$ cat config.mk
export PLATFORM = sky130hd
export DESIGN_NAME = pjs_table
export DESIGN_NICKNAME = d
export VERILOG_FILES = /design/src/sv/pjs_pkg.sv /design/src/sv/pjs_table.sv
export SDC_FILE = /design/constraint.sdc
export NUM_CORES = 1
export LEC_CHECK = 0
export ABC_AREA = 1
export BUFFER_PORTS_ARGS = -buffer_cell sky130_fd_sc_hd__buf_2
export CORE_ASPECT_RATIO = 2
export CORE_MARGIN = 4
export CORE_UTILIZATION = 47
export DETAILED_ROUTE_END_ITERATION = 10
export PLACE_DENSITY = 0.63
export SLEW_MARGIN = 20
export SYNTH_ARGS = -nofsm -noshare
export SYNTH_HDL_FRONTEND = slang
export SYNTH_SLANG_ARGS = --single-unit
$ cat constraint.sdc
create_clock -name clk -period 6.1 [get_ports clk]
set_input_delay 0.305 -clock clk [delete_from_list [all_inputs] [get_ports clk]]
set_output_delay 0.305 -clock clk [all_outputs]
set_load 0.01 [all_outputs]
$ cat src/sv/pjs_pkg.sv
// ----------------------------------------------------------------------------
// pjs_pkg
// Shared types and constants of the preemptive job scheduler.
// ----------------------------------------------------------------------------
package pjs_pkg;

	localparam int SLOTS  = 16;
	localparam int SLOT_W = (SLOTS > 1) ? $clog2(SLOTS) : 1;

	typedef enum logic {
		FUNC_SUBMIT = 1'b0,
		FUNC_TICK   = 1'b1
	} func_t;

	typedef enum logic {
		POL_SRTF = 1'b0,
		POL_PRIO = 1'b1
	} policy_t;

	typedef enum logic [1:0] {
		KIND_ACCEPT = 2'd0,
		KIND_REJECT = 2'd1,
		KIND_RAN    = 2'd2,
		KIND_IDLE   = 2'd3
	} kind_t;

	typedef enum logic [1:0] {
		ST_IDLE,
		ST_SCAN,
		ST_FINISH,
		ST_PUSH
	} state_t;

	// one table entry as seen on the read port
	typedef struct packed {
		logic        valid;
		logic [7:0]  job;
		logic [31:0] arrival;
		logic [15:0] burst;
		logic [15:0] remaining;
		logic [7:0]  prio;
	} slot_t;

	// table update commands from the sequencer
	typedef struct packed {
		logic              alloc;
		logic              retire;
		logic              step;
		logic [SLOT_W-1:0] idx;
	} tbl_cmd_t;

	typedef struct packed {
		logic              full;
		logic [SLOT_W-1:0] free_idx;
	} tbl_stat_t;

endpackage

$ cat src/sv/pjs_table.sv
// ----------------------------------------------------------------------------
// pjs_table
// Job table: per-slot entries, one read port, lowest-free-slot encoder.
// ----------------------------------------------------------------------------
module pjs_table import pjs_pkg::*; (
	input  logic              clk,
	input  logic              arst_n,
	input  tbl_cmd_t          cmd,
	input  logic [7:0]        wr_job,
	input  logic [31:0]       wr_arrival,
	input  logic [15:0]       wr_burst,
	input  logic [7:0]        wr_prio,
	input  logic [SLOT_W-1:0] rd_idx,
	output slot_t             rd,
	output tbl_stat_t         stat
);

	logic [SLOTS-1:0] valid_q;
	logic [7:0]       job_q       [SLOTS];
	logic [31:0]      arrival_q   [SLOTS];
	logic [15:0]      burst_q     [SLOTS];
	logic [15:0]      remaining_q [SLOTS];
	logic [7:0]       prio_q      [SLOTS];

	// lowest free slot
	always_comb begin
		stat.full     = 1'b1;
		stat.free_idx = '0;
		for (int i = SLOTS - 1; i >= 0; i--) begin
			if (!valid_q[i]) begin
				stat.full     = 1'b0;
				stat.free_idx = SLOT_W'(i);
			end
		end
	end

	always_ff @(posedge clk or negedge arst_n) begin
		if (!arst_n) begin
			valid_q <= '0;
		end else if (cmd.alloc && !stat.full) begin
			valid_q[stat.free_idx] <= 1'b1;
		end else if (cmd.retire) begin
			valid_q[cmd.idx] <= 1'b0;
		end
	end

	always_ff @(posedge clk) begin
		if (cmd.alloc && !stat.full) begin
			job_q[stat.free_idx]       <= wr_job;
			arrival_q[stat.free_idx]   <= wr_arrival;
			burst_q[stat.free_idx]     <= wr_burst;
			remaining_q[stat.free_idx] <= wr_burst;
			prio_q[stat.free_idx]      <= wr_prio;
		end else if (cmd.step) begin
			remaining_q[cmd.idx] <= remaining_q[cmd.idx] - 16'd1;
		end
	end

	always_comb begin
		rd.valid     = valid_q[rd_idx];
		rd.job       = job_q[rd_idx];
		rd.arrival   = arrival_q[rd_idx];
		rd.burst     = burst_q[rd_idx];
		rd.remaining = remaining_q[rd_idx];
		rd.prio      = prio_q[rd_idx];
	end

endmodule

# After elaboration in Yosys (flattened, before gate mapping)
# Memories as Yosys holds them, arrays and structs flattened.
# Index checks and enable logic that the tools add are counted.
[word_totals]
output_inout_bits = 86
ff_bits = 16
ramBits = 1280
mem_count = 5
[memory_table]
columns = ["memory", "depth", "word_bits", "read_ports", "rd_ports_with_merged_regs", "wr", "line", "text"]
rows = [
  ["arrival_q", 16, 32, 1, 0, 1, "pjs_table.sv:20", "logic [31:0] arrival_q [SLOTS];"],
  ["burst_q", 16, 16, 1, 0, 1, "pjs_table.sv:21", "logic [15:0] burst_q [SLOTS];"],
  ["remaining_q", 16, 16, 2, 0, 1, "pjs_table.sv:22", "logic [15:0] remaining_q [SLOTS];"],
  ["job_q", 16, 8, 1, 0, 1, "pjs_table.sv:19", "logic [7:0] job_q [SLOTS];"],
  ["prio_q", 16, 8, 1, 0, 1, "pjs_table.sv:23", "logic [7:0] prio_q [SLOTS];"],
]
[classes]
n_mux = 32
order_cmp = 5
reduce_logical = 6
bitwise = 3
n_addsub = 1
[op_table]
columns = ["operator", "n"]
rows = [
  ["$mux 5", 16],
  ["$mux 16", 3],
  ["$and 16x16->16", 1],
  ["$not 16->16", 1],
  ["$or 16x16->16", 1],
  ["$reduce_or 16->1", 1],
  ["$sub 16x1->16 const B", 1],
  ["$lt 4x5->1 const B", 3],
  ["$mux 1", 9],
  ["$demux 1 s4", 2],
  ["$ge 4x1->1 const B", 2],
  ["$bmux 1 s4", 1],
  ["$mux 4", 1],
  ["$logic_and 1x1->1", 3],
  ["$reduce_bool 2->1", 1],
  ["$logic_not 1->1", 1],
]

# Depth between registers and ports, before layout
[depth]
ltp_word = 22
depth_mapped = 19

# Least setup slack after synthesis
# Ideal clock, no wire load.
[synth_path]
path_kind = "register -> register"
startpoint = "register valid_q[15]"
endpoint = "memory arrival_q[11][0], enable pin"
setup_slack_ns = 1.355
n_path_buf = 0
t_arrival_ns = 4.258
setup_ns = 0.487
required_time_ns = 5.613
stages_incl_launch_ff = 18
path_cell_list = "dfrtp_1 inv_1 nand2_1 nand2_1 nand2_1 nand2_1 nand2_1 nand2_1 nand2_1 nand2_1 nand2_1 nand2_1 nand2_1 nand2_1 nand2_1 a21oi_1 nand2_1 nor2_1"
[synth_rtl]
columns = ["element", "line", "text"]
rows = [
  ["start: declaration", "pjs_table.sv:18", "logic [SLOTS-1:0] valid_q;"],
  ["start signal: assignment", "pjs_table.sv:39", "valid_q <= '0;"],
  ["start signal: indexed assignment", "pjs_table.sv:41", "valid_q[stat.free_idx] <= 1'b1;"],
  ["start signal: indexed assignment", "pjs_table.sv:43", "valid_q[cmd.idx] <= 1'b0;"],
  ["end: declaration", "pjs_table.sv:20", ""],
]

# Worst setup path in the final report
[layout_path]
startpoint = "register valid_q[0]"
endpoint = "memory remaining_q[5][11], enable pin"
[layout_between]
elab_chain_len = 7
word_cells_on_any_way = 10
[layout_lines]
columns = ["element", "line", "text"]
rows = [
  ["$mux 5 *", "pjs_table.sv:30", "if (!valid_q[i]) begin"],
  ["$logic_not 1->1", "pjs_table.sv:48", "if (cmd.alloc && !stat.full) begin"],
  ["$logic_and 1x1->1", "pjs_table.sv:48", ""],
  ["$mux 1", "pjs_table.sv:48", ""],
  ["$mux 1 (implied by the code)", "pjs_table.sv:55", "remaining_q[cmd.idx] <= remaining_q[cmd.idx] - 16'd1;"],
  ["$reduce_or 16->1 (no source line)", "--", ""],
  ["$mux 4 (no source line) / $mux 1 (equally long branches)", "--", ""],
  ["end: declaration", "pjs_table.sv:22", ""],
]
# Every way passes the cells marked *; elsewhere a longest branch is shown, timed or not.

==> run summary <==
Clock buffer count from CTS -> 107
DIE HEIGHT -> 481 µm
Mapped Nets -> 4,121
Synth warnings -> 0
Crit path to -> remaining_q[5][11]
Tmin final -> 4230 ps
I/O Pins -> 163
Worst slew pin tran -> 1240 ps
DRC -> 0
WP depth -> 12
Worst-path cell chain -> nand4_1, nor2_1, inv_2, nor3_2, nor2_1, nor2_2, inv_2, nand2_1, o21ai_0, inv_1, nand3_1, nor2_2
Synthesis-to-layout area growth -> 12.8%
CTS clock-pin slew for the worst setup and hold paths -> 70 ps
Post-DP HPWL -> 82,500 µm
Period Utilization, post-route -> 69.4%
Clk_lat worst skew -> 720 ps
Reg-to-reg endpoint -> remaining_q[5][11]
Setup TNS -> 0 ps
Site Rows -> 173
Crit Reg-Reg Startpoint -> valid_q[0]
Vias in the first global route -> 35,000
CP max FO -> 21
Commonest non-fill, non-tap cell in the layout -> edfxtp_1
Starting DRC count in detailed routing -> 3,810
Final #Nets -> 4,224
Power Density -> 376 nW/µm²
Gr usage total -> 25.1%
Core area -> 111,000 µm²
Hold_buf cts -> 59
Unique masters post-synth -> 36
Layout cells sized above 1 -> 11.4%
Initial antenna violation count -> 10
Via count -> 35,500
Worst setup path startpoint -> valid_q[0]
Critical Path End Type -> flop
Setup slack after layout -> 1870 ps
Highest-delay cell along the critical path -> nor2_2
CTS resizes -> 0
Startpoint class of the critical path -> flop
DR pass1 iterations -> 6
Gr busiest metal -> met2
CTS tree -> done
Met3 Track Usage GR -> 3.24%
GRT Residual Overflow -> 0
Tightest Hold Check Type -> in -> reg
Post CTS Setup Buffer Count -> 0
Post-DR wirelength/cell -> 26.5 µm
Grt met2 use -> 44.2%
RSZ-0062 raised after global routing -> no
Largest net degree at the start of global routing -> 252
Synthesis-stage register bit count -> 1,296
DP Worst Slack -> 2020 ps
Clock buffer depth -> 3
Most frequent cells in the layout -> edfxtp_1, o21ai_0, nor2_1
ANT nets after route -> 0
Fmax -> 0.236 GHz
Crit-path max cell delay -> 1020 ps
Sequential share of the synthesized area -> 73.8%
CTS H-Tree Depth -> 3
Max VDD drop -> 253 µV
First-pass GRT wire length -> 223,000 µm
Starting Density -> 47.3%
Register-to-register setup slack -> 1870 ps
R2r worst-path depth -> 12
Met1 GRT Util -> 30.8%
Clk sinks -> 1,296
Synthesized cell area -> 52,700 µm²
Max_cap viols -> 0
Critical Path RT -> 6410 ps
Die area -> 118,000 µm²
Top delay family on crit path -> simple AND/OR/NAND/NOR gates
Fillers -> 9,300
Final hold vios -> 0
WP buf/inv -> 3
LEAKAGE -> 0.0192 µW
Final Max Slew Viols -> 0
Die X -> 245 µm
Mean area per synthesized cell -> 13.0 µm²
Critical path arrival -> 4540 ps
Mapped Cells -> 4,043
Clock Tree Root -> clkbuf_16
Slew HR -> 17.1%
Routed WL -> 152,000 µm
Status -> complete, no violations
Setup Skew -> 36.7 ps
IO Port Bufs -> 162
Final GP Congestion -> 0.955
WS Path Type -> reg -> reg
Via density -> 6.19
Final setup vio count -> 0
==> stage by stage <==
stage,util (%),hold WS (ps),instances,total power (µW),instance area [µm²]
after floorplan,-,9.41,4043,13600,52700
after global placement,49.5,275,5464,15300,55100
after detailed placement,49.5,274,5465,15300,55100
after CTS,53.3,4.13,5727,22500,59300
after global routing,53.4,41.7,5731,23200,59400
final,53.4,64.8,5737,22400,59400
==> worst register-to-register path: stages, from the launching register on <==
cell,delay (ps)
dfrtp_1,450
nand4_1,170
nor2_1,150
inv_2,70
nor3_2,120
nor2_1,80
nor2_2,720
inv_2,410
nand2_1,150
o21ai_0,150
inv_1,110
nand3_1,220
nor2_2,1020
==> sequential cells by signal (all words and copies together), names as in the netlist <==
name         count
remaining_q    256
burst_q        256
valid_q         16
prio_q         128
arrival_q      512
job_q          128
==> how the worst min path moves through the flow <==
stage | startpoint | to | slack, ps | cells after the start
2_1_floorplan | arst_n | valid_q[0] | 9 | 0
3_3_place_gp | arst_n | valid_q[14] | 280 | 1
3_5_place_dp | arst_n | valid_q[14] | 270 | 1
4_1_cts | wr_burst[11] | burst_q[9][11] | 4 | 1
5_1_grt | wr_burst[11] | burst_q[14][11] | 40 | 1
6_report | wr_burst[11] | burst_q[14][11] | 60 | 1
==> where the power goes <==
group | switching, µW | total, µW | internal [µW]
sequential | 377 | 11800 | 11400
combinational | 2690 | 3430 | 744
clock | 3170 | 7180 | 4010
==> cells in the mapped netlist, drive strengths merged <==
master,number,area [µm²]
xnor2,3,26.3
o221ai,232,2030
buf,46,274
o22ai,93,582
o31ai,1,7.51
a22oi,128,991
dfrtp,16,400
nor2,732,2830
nand3,99,500
a31oi,5,31.3
nor3,1,10.0
or2,2,12.5
o21ai,692,3460
a21oi,5,28.8
o211ai,89,668
clkinv,3,11.3
o21bai,2,15.0
nand2,318,1200
inv,28,105
edfxtp,1280,38400
nand4,7,43.8
ha,1,12.5
clkbuf,260,976
==> cell families after synthesis <==
| kind of cell | share of synthesized area [%] |
|---|---|
| simple gates | 8.73 |
| xor+xnor | 0.0499 |
| fa+ha+maj | 0.0238 |
| buf+inv | 2.59 |
| compound gates | 14.8 |
| flops | 73.8 |
==> routing by layer <==
metal / up-vias / share of wire (%)
li1: 15600 / -
met1: 18100 / 37
met2: 1485 / 51
met3: 369 / 6.6
met4: 0 / 4.9
met5: - / 0
==> layout make-up <==
cell class	count	area, µm²	share of cell area (%)
antenna	10	25.0	0.0421
clock buffer	136	2890	4.87
clock inverter	67	758	1.28
inverter	31	141	0.238
multi-input combinational	2410	12700	21.3
sequential	1296	38800	65.4
tap	1487	1860	3.13
timing repair buffer	300	2210	3.71
(Power assumes the default switching activity.)
